--- config.mk ---
export PLATFORM = sky130hd
export DESIGN_NAME = wcts_scan
export DESIGN_NICKNAME = d
export VERILOG_FILES = /design/src/rtl/core/wcts_pkg.sv /design/src/rtl/core/wcts_scan.sv
export SDC_FILE = /design/constraint.sdc
export NUM_CORES = 1
export LEC_CHECK = 0
export BUFFER_PORTS_ARGS = -buffer_cell sky130_fd_sc_hd__buf_2
export CORE_MARGIN = 4
export CORE_UTILIZATION = 44
export DETAILED_ROUTE_END_ITERATION = 12
export PLACE_DENSITY = 0.66
export SLEW_MARGIN = 20
export SYNTH_ARGS = -nofsm -noshare
export SYNTH_HDL_FRONTEND = slang
export SYNTH_SLANG_ARGS = --single-unit
--- constraint.sdc ---
create_clock -name clk -period 6.55 [get_ports clk]
set_clock_uncertainty 0.15 [all_clocks]
set_input_delay 0.655 -clock clk [delete_from_list [all_inputs] [get_ports clk]]
set_output_delay 0.655 -clock clk [all_outputs]
set_load 0.05 [all_outputs]
--- src/rtl/core/wcts_pkg.sv ---
`timescale 1ns / 1ps
`default_nettype none

package wcts_pkg;

  // Store sizes and the index widths that follow from them.
  localparam int TEXT_DEPTH  = 4096;
  localparam int QUERY_DEPTH = 64;
  localparam int TEXT_AW     = $clog2(TEXT_DEPTH);
  localparam int QUERY_AW    = $clog2(QUERY_DEPTH);
  localparam int TCNT_W      = $clog2(TEXT_DEPTH + 1);
  localparam int QCNT_W      = $clog2(QUERY_DEPTH + 1);

  // Fixed field widths of the stream items.
  localparam int ADDR_W   = 12;
  localparam int BYTE_W   = 8;
  localparam int TLEN_W   = 13;
  localparam int QLEN_W   = 7;
  localparam int CURSOR_W = 13;
  localparam int KIND_W   = 2;
  localparam int STATUS_W = 2;
  localparam int POS_W    = 12;

  localparam logic [KIND_W-1:0] KIND_TEXT   = 2'd0;
  localparam logic [KIND_W-1:0] KIND_QUERY  = 2'd1;
  localparam logic [KIND_W-1:0] KIND_SEARCH = 2'd2;

  localparam logic [STATUS_W-1:0] ST_FOUND     = 2'd0;
  localparam logic [STATUS_W-1:0] ST_NOT_FOUND = 2'd1;
  localparam logic [STATUS_W-1:0] ST_EMPTY     = 2'd2;

  localparam logic [BYTE_W-1:0] CHAR_UPPER_A = 8'h41;
  localparam logic [BYTE_W-1:0] CHAR_UPPER_Z = 8'h5A;
  localparam logic [BYTE_W-1:0] CHAR_LOWER_A = 8'h61;

  typedef struct packed {
    logic              text_we;
    logic              query_we;
    logic [ADDR_W-1:0] addr;
    logic [BYTE_W-1:0] data;
  } wr_req_t;

  typedef struct packed {
    logic [TEXT_AW-1:0]  text_addr;
    logic [QUERY_AW-1:0] query_addr;
  } rd_req_t;

  typedef struct packed {
    logic [BYTE_W-1:0] text_byte;
    logic [BYTE_W-1:0] query_byte;
  } rd_data_t;

  typedef struct packed {
    logic [TLEN_W-1:0]   text_length;
    logic [QLEN_W-1:0]   pattern_len;
    logic [CURSOR_W-1:0] start_cursor;
  } search_cmd_t;

  typedef struct packed {
    logic [STATUS_W-1:0] status;
    logic [POS_W-1:0]    position;
  } result_t;

  typedef struct packed {
    logic idle;
    logic res_valid;
  } scan_stat_t;

  // Folds ASCII upper case letters to lower case; other bytes pass unchanged.
  function automatic logic [BYTE_W-1:0] fold_lower(input logic [BYTE_W-1:0] c);
    logic [BYTE_W-1:0] r;
    r = c;
    if (c >= CHAR_UPPER_A && c <= CHAR_UPPER_Z) begin
      r = c - CHAR_UPPER_A + CHAR_LOWER_A;
    end
    return r;
  endfunction

endpackage

`default_nettype wire

--- src/rtl/core/wcts_scan.sv ---
`timescale 1ns / 1ps
`default_nettype none

module wcts_scan (
  input  wire                     clk,
  input  wire                     rst,
  input  wire                     start,
  input  wcts_pkg::search_cmd_t   cmd,
  input  wire                     res_take,
  input  wcts_pkg::rd_data_t      rdata,
  output wcts_pkg::rd_req_t       rd,
  output wcts_pkg::result_t       res,
  output wcts_pkg::scan_stat_t    stat
);

  localparam logic [1:0] S_IDLE = 2'd0;
  localparam logic [1:0] S_RUN  = 2'd1;
  localparam logic [1:0] S_DONE = 2'd2;

  localparam int TAW = wcts_pkg::TEXT_AW;
  localparam int TCW = wcts_pkg::TCNT_W;
  localparam int QCW = wcts_pkg::QCNT_W;

  logic [1:0]     state, state_next;
  logic [TAW-1:0] pos, pos_next;      // candidate being compared
  logic [TAW-1:0] lim, lim_next;      // last position where the query fits
  logic [QCW-1:0] qlen, qlen_next;
  logic [QCW-1:0] k, k_next;          // next query index to read
  logic [TCW-1:0] rem, rem_next;      // candidates left, this one included
  logic           rv, rv_next;        // a read is in flight
  logic           rlast, rlast_next;  // that read is the last query byte
  wcts_pkg::result_t res_next;

  // Search setup values.
  logic [TCW-1:0] tlen_sat, lim_full, first_pos;
  logic [QCW-1:0] qlen_sat;

  logic           eq, mismatch, hit;
  logic [TAW-1:0] pos_succ;

  always_comb begin
    tlen_sat = (cmd.text_length > wcts_pkg::TLEN_W'(wcts_pkg::TEXT_DEPTH)) ?
               TCW'(wcts_pkg::TEXT_DEPTH) : TCW'(cmd.text_length);
    qlen_sat = (cmd.pattern_len > wcts_pkg::QLEN_W'(wcts_pkg::QUERY_DEPTH)) ?
               QCW'(wcts_pkg::QUERY_DEPTH) : QCW'(cmd.pattern_len);
    lim_full = tlen_sat - TCW'(qlen_sat);
    first_pos = (TCW'(cmd.start_cursor) < tlen_sat && cmd.start_cursor < 
                 wcts_pkg::CURSOR_W'(wcts_pkg::TEXT_DEPTH)) ?
                TCW'(cmd.start_cursor) + TCW'(1) : '0;
    if (first_pos > lim_full) begin
      first_pos = '0;
    end
  end

  assign eq       = wcts_pkg::fold_lower(rdata.text_byte) ==
                    wcts_pkg::fold_lower(rdata.query_byte);
  assign mismatch = rv && !eq;
  assign hit      = rv && eq && rlast;
  assign pos_succ = (pos == lim) ? '0 : pos + TAW'(1);

  always_comb begin
    state_next = state;
    pos_next   = pos;
    lim_next   = lim;
    qlen_next  = qlen;
    k_next     = k;
    rem_next   = rem;
    rv_next    = 1'b0;
    rlast_next = rlast;
    res_next   = res;
    rd.text_addr  = pos + TAW'(k);
    rd.query_addr = wcts_pkg::QUERY_AW'(k);

    case (state)
      S_IDLE: begin
        if (start) begin
          res_next.position = '0;
          if (qlen_sat == '0) begin
            res_next.status = wcts_pkg::ST_EMPTY;
            state_next      = S_DONE;
          end else if (TCW'(qlen_sat) > tlen_sat) begin
            res_next.status = wcts_pkg::ST_NOT_FOUND;
            state_next      = S_DONE;
          end else begin
            pos_next   = TAW'(first_pos);
            lim_next   = TAW'(lim_full);
            qlen_next  = qlen_sat;
            k_next     = '0;
            rem_next   = lim_full + TCW'(1);
            state_next = S_RUN;
          end
        end
      end
      S_RUN: begin
        if (hit) begin
          res_next.status   = wcts_pkg::ST_FOUND;
          res_next.position = wcts_pkg::POS_W'(pos);
          state_next        = S_DONE;
        end else if (mismatch) begin
          if (rem == TCW'(1)) begin
            res_next.status   = wcts_pkg::ST_NOT_FOUND;
            res_next.position = '0;
            state_next        = S_DONE;
          end else begin
            // Start the next candidate right away with its first byte.
            rd.text_addr  = pos_succ;
            rd.query_addr = '0;
            pos_next      = pos_succ;
            rem_next      = rem - TCW'(1);
            k_next        = QCW'(1);
            rv_next       = 1'b1;
            rlast_next    = (qlen == QCW'(1));
          end
        end else if (k != qlen) begin
          rv_next    = 1'b1;
          rlast_next = (k == qlen - QCW'(1));
          k_next     = k + QCW'(1);
        end
      end
      S_DONE: begin
        if (res_take) begin
          state_next = S_IDLE;
        end
      end
      default: begin
        state_next = S_IDLE;
      end
    endcase
  end

  always_ff @(posedge clk) begin
    if (rst) begin
      state <= S_IDLE;
      rv    <= 1'b0;
    end else begin
      state <= state_next;
      rv    <= rv_next;
    end
    pos   <= pos_next;
    lim   <= lim_next;
    qlen  <= qlen_next;
    k     <= k_next;
    rem   <= rem_next;
    rlast <= rlast_next;
    res   <= res_next;
  end

  assign stat.idle      = (state == S_IDLE);
  assign stat.res_valid = (state == S_DONE);

endmodule

`default_nettype wire

==> impl_table.tex <==
\begin{tabular}{lr}
\hline
Metric & Value \\
\hline
\multicolumn{2}{l}{\textbf{Status}} \\
Result of the run & completed \\
\multicolumn{2}{l}{\textbf{Die}} \\
Area of the core & 0.0133 mm² \\
Die area & 0.0155 mm² \\
Die Ht & 125 µm \\
Starting density of the core & 45.1\% \\
Die X & 125 µm \\
Boundary pin count & 87 \\
Placement row count & 42 \\
\multicolumn{2}{l}{\textbf{Synth}} \\
Number of enable flip-flop cells after synthesis & 66 \\
Proportion of synthesized chip area in sequential cells & 34.1\% \\
Number of different library cells in the post-synthesis netlist & 65 \\
Count of state elements after synthesis & 69 \\
Mapped Cells & 666 \\
Synth warnings & 0 \\
Nets in the synthesized netlist & 770 \\
Post-synthesis cell area & 0.00599 mm² \\
Syn\_area\_per\_cell & 9.00 µm² \\
Ys flop type & edfxtp\_1 \\
Proportion of synthesized flip-flops having asynchronous set or reset & 0\% \\
\multicolumn{2}{l}{\textbf{Global routing}} \\
Pin count of the biggest net entering global routing & 28 \\
Via count of the first global-routing pass & 5085 \\
First-pass GRT wire length & 25100 µm \\
Global-route track usage on met3 & 4.20\% \\
GRT busiest layer & met2 \\
Initial antenna violation count & 0 \\
Grt total ovfl & 0 \\
Met2 Resource Use GR & 33.0\% \\
Global-route usage over all layers & 19.7\% \\
Met1 capacity usage during global routing & 25.2\% \\
\multicolumn{2}{l}{\textbf{Critical path}} \\
R2r startpoint & rem[6] \\
Data arrival at the endpoint of the critical path & 5.30 ns \\
Maximum net fanout on the critical path & 15 \\
Startpoint of the worst setup timing path & cmd[32] \\
Depth of the worst register-to-register path & 7 \\
Type of origin of the critical path & input pin \\
Sort of element at the end of the critical path & flip-flop \\
Critical Setup Path Class & in -> reg \\
Required time reported for the critical path endpoint & 6.56 ns \\
\multicolumn{2}{l}{\textbf{Final layout}} \\
Antenna Cells & 0 \\
Most frequent cells in the layout & 86 x buf\_2, 71 x nor2\_1, 66 x edfxtp\_1, 58 x nand2\_1, 49 x ha\_1 \\
Nets@finish & 853 \\
Fraction of layout cells with a size suffix above 1 & 16.6\% \\
Most common cell after layout, fill and taps aside & buf\_2 \\
Area Overhead vs Synth & 15.3\% \\
\multicolumn{2}{l}{\textbf{STA}} \\
Worst slew margin relative to its limit & 32.3\% \\
Slew of the pin with the lowest slew margin & 1.01 ns \\
RSZ-0062 raised after global routing & no \\
Minimum clock period & 5.29 ns \\
Final critical-path share of the clock period & 80.8\% \\
Setup slack of the critical path after layout & 1.26 ns \\
Final Max Tran Viols & 0 \\
Number of hold violations in the final report & 0 \\
Setup-failing EPs final & 0 \\
Total negative setup slack & 0 ns \\
Maximum operating frequency & 0.189 GHz \\
\multicolumn{2}{l}{\textbf{Power}} \\
Leakage power & 2.93 nW \\
Power Density & 291 mW/mm² \\
Worst-case vdd ir drop & 0.000173 V \\
\multicolumn{2}{l}{\textbf{Placed design}} \\
Half-perimeter wire length of the detailed placement result & 12600 µm \\
Placement Setup Slack & 1.06 ns \\
Count of input and output buffers & 86 \\
RePlAce Congestion & 1.01 \\
\multicolumn{2}{l}{\textbf{CTS}} \\
Clk root buf & clkbuf\_16 \\
CTS hold repair buffers & 0 \\
Maximum clock path buffer count & 2 \\
CTS tree & built \\
Total of cells resized after clock tree synthesis & 0 \\
Clk sinks & 69 \\
Buffer count from post-CTS setup fixing & 0 \\
Later-pin clock latency in the skew report & 0.33 ns \\
Max H-tree Level & 3 \\
Num CTS Buffers & 9 \\
Clock-pin transition on the worst setup and hold timing paths & 0.06 ns \\
\multicolumn{2}{l}{\textbf{Worst hold path}} \\
Origin of the worst min-delay path & rst \\
Cell depth of the worst min-delay path & 2 \\
Type of the most critical hold path & in -> reg \\
\multicolumn{2}{l}{\textbf{Routing}} \\
Routed vias/inst & 5.59 \\
First-pass DRT Iterations & 5 \\
Via total after detailed routing & 5199 \\
Antenna-violating nets left & 0 \\
DRC violation count after routing & 0 \\
Drt total wl & 15700 µm \\
Initial DRC count & 292 \\
Drt wl/cell & 16.9 µm \\
\multicolumn{2}{l}{\textbf{Flow run}} \\
Maxcap violations & 0 \\
\hline
\end{tabular}
## synthesized netlist by cell type (12+ instances only)
library cell	number	area, µm²
nor2_1	72	270
nor3_1	26	130
inv_1	42	158
nand3_1	24	120
o21ai_0	22	110
clkbuf_1	13	48.8
edfxtp_1	66	1980
xnor2_1	47	412
and2_1	22	138
o22ai_1	12	75.1
nand2_1	58	218
ha_1	49	613
xor2_1	38	333
a21oi_1	26	130
## power breakdown
part / total, W / internal [W] / switching, W
clock network: 0.000506 / 0.000329 / 0.000176
logic: 0.000828 / 0.000293 / 0.000535
registers: 0.000678 / 0.000584 / 0.0000944
## worst max-delay path, cell delays in order
cell and delay [ns]:
buf_2 0.14, inv_1 0.32, nand2_1 0.13, ha_1 0.32, a21o_1 0.19, a21o_1 0.17
a21oi_1 0.15, nor2_1 0.06, a2111oi_0 0.39, o211ai_1 0.49, nor2_1 0.25, ha_1 0.26
and4_1 0.22, a2111oi_0 0.40, nand2_1 0.11, o2111ai_1 0.20, a21oi_1 0.09, or3_1 0.50
o22ai_1 0.24
## state kept, by name, indices dropped and copies added (netlist names)
name   cells
rlast      1
lim       12
qlen       7
res       14
pos       12
rem       13
rv         1
state      2
k          7
## final timing paths
path,endpoint,slack [ns]
worst max-delay path,pos[5],1.26
worst min-delay path,rv,0.40
worst max register to register,res[6],2.81
worst min register to register,state[0],0.53
## layer usage
metal / vias up / wire length, µm
li1: 2562 / -
met1: 2422 / 6940
met2: 187 / 7490
met3: 28 / 926
met4: 0 / 387
met5: - / 0
## cells by family (layout without fill, tap and decap cells)
group / after synthesis / after routing / share of synthesized area (%)
AO/OA/AOI/OAI: 116 / 116 / 13.1
XOR/XNOR: 85 / 85 / 12.4
adder cells (fa/ha/maj): 51 / 51 / 10.9
buffers and inverters: 61 / 149 / 4.09
flip-flops: 69 / 69 / 34.1
multiplexers: 15 / 15 / 3.03
AND/OR/NAND/NOR: 269 / 269 / 22.4
## cell type report
cell class / instances / area [µm²]
clock buffer: 10 / 229
clock inverter: 6 / 77.6
fill: 1227 / 6390
inverter: 42 / 158
multi-input combinational: 536 / 3710
sequential: 69 / 2040
tap: 176 / 220
timing repair buffer: 91 / 468
## stage by stage
stage	power [W]	utilization [%]	cells	hold slack, ns	area [µm²]
after floorplan	0.00129	-	666	0.456	5990
after global placement	0.00149	49.6	914	0.506	6600
after detailed placement	0.00151	49.6	914	0.519	6600
after CTS	0.00202	51.9	930	0.387	6910
after global routing	0.00212	51.9	930	0.397	6910
final	0.00201	51.9	930	0.397	6910
Note: power is estimated with default switching activity, not from simulation.
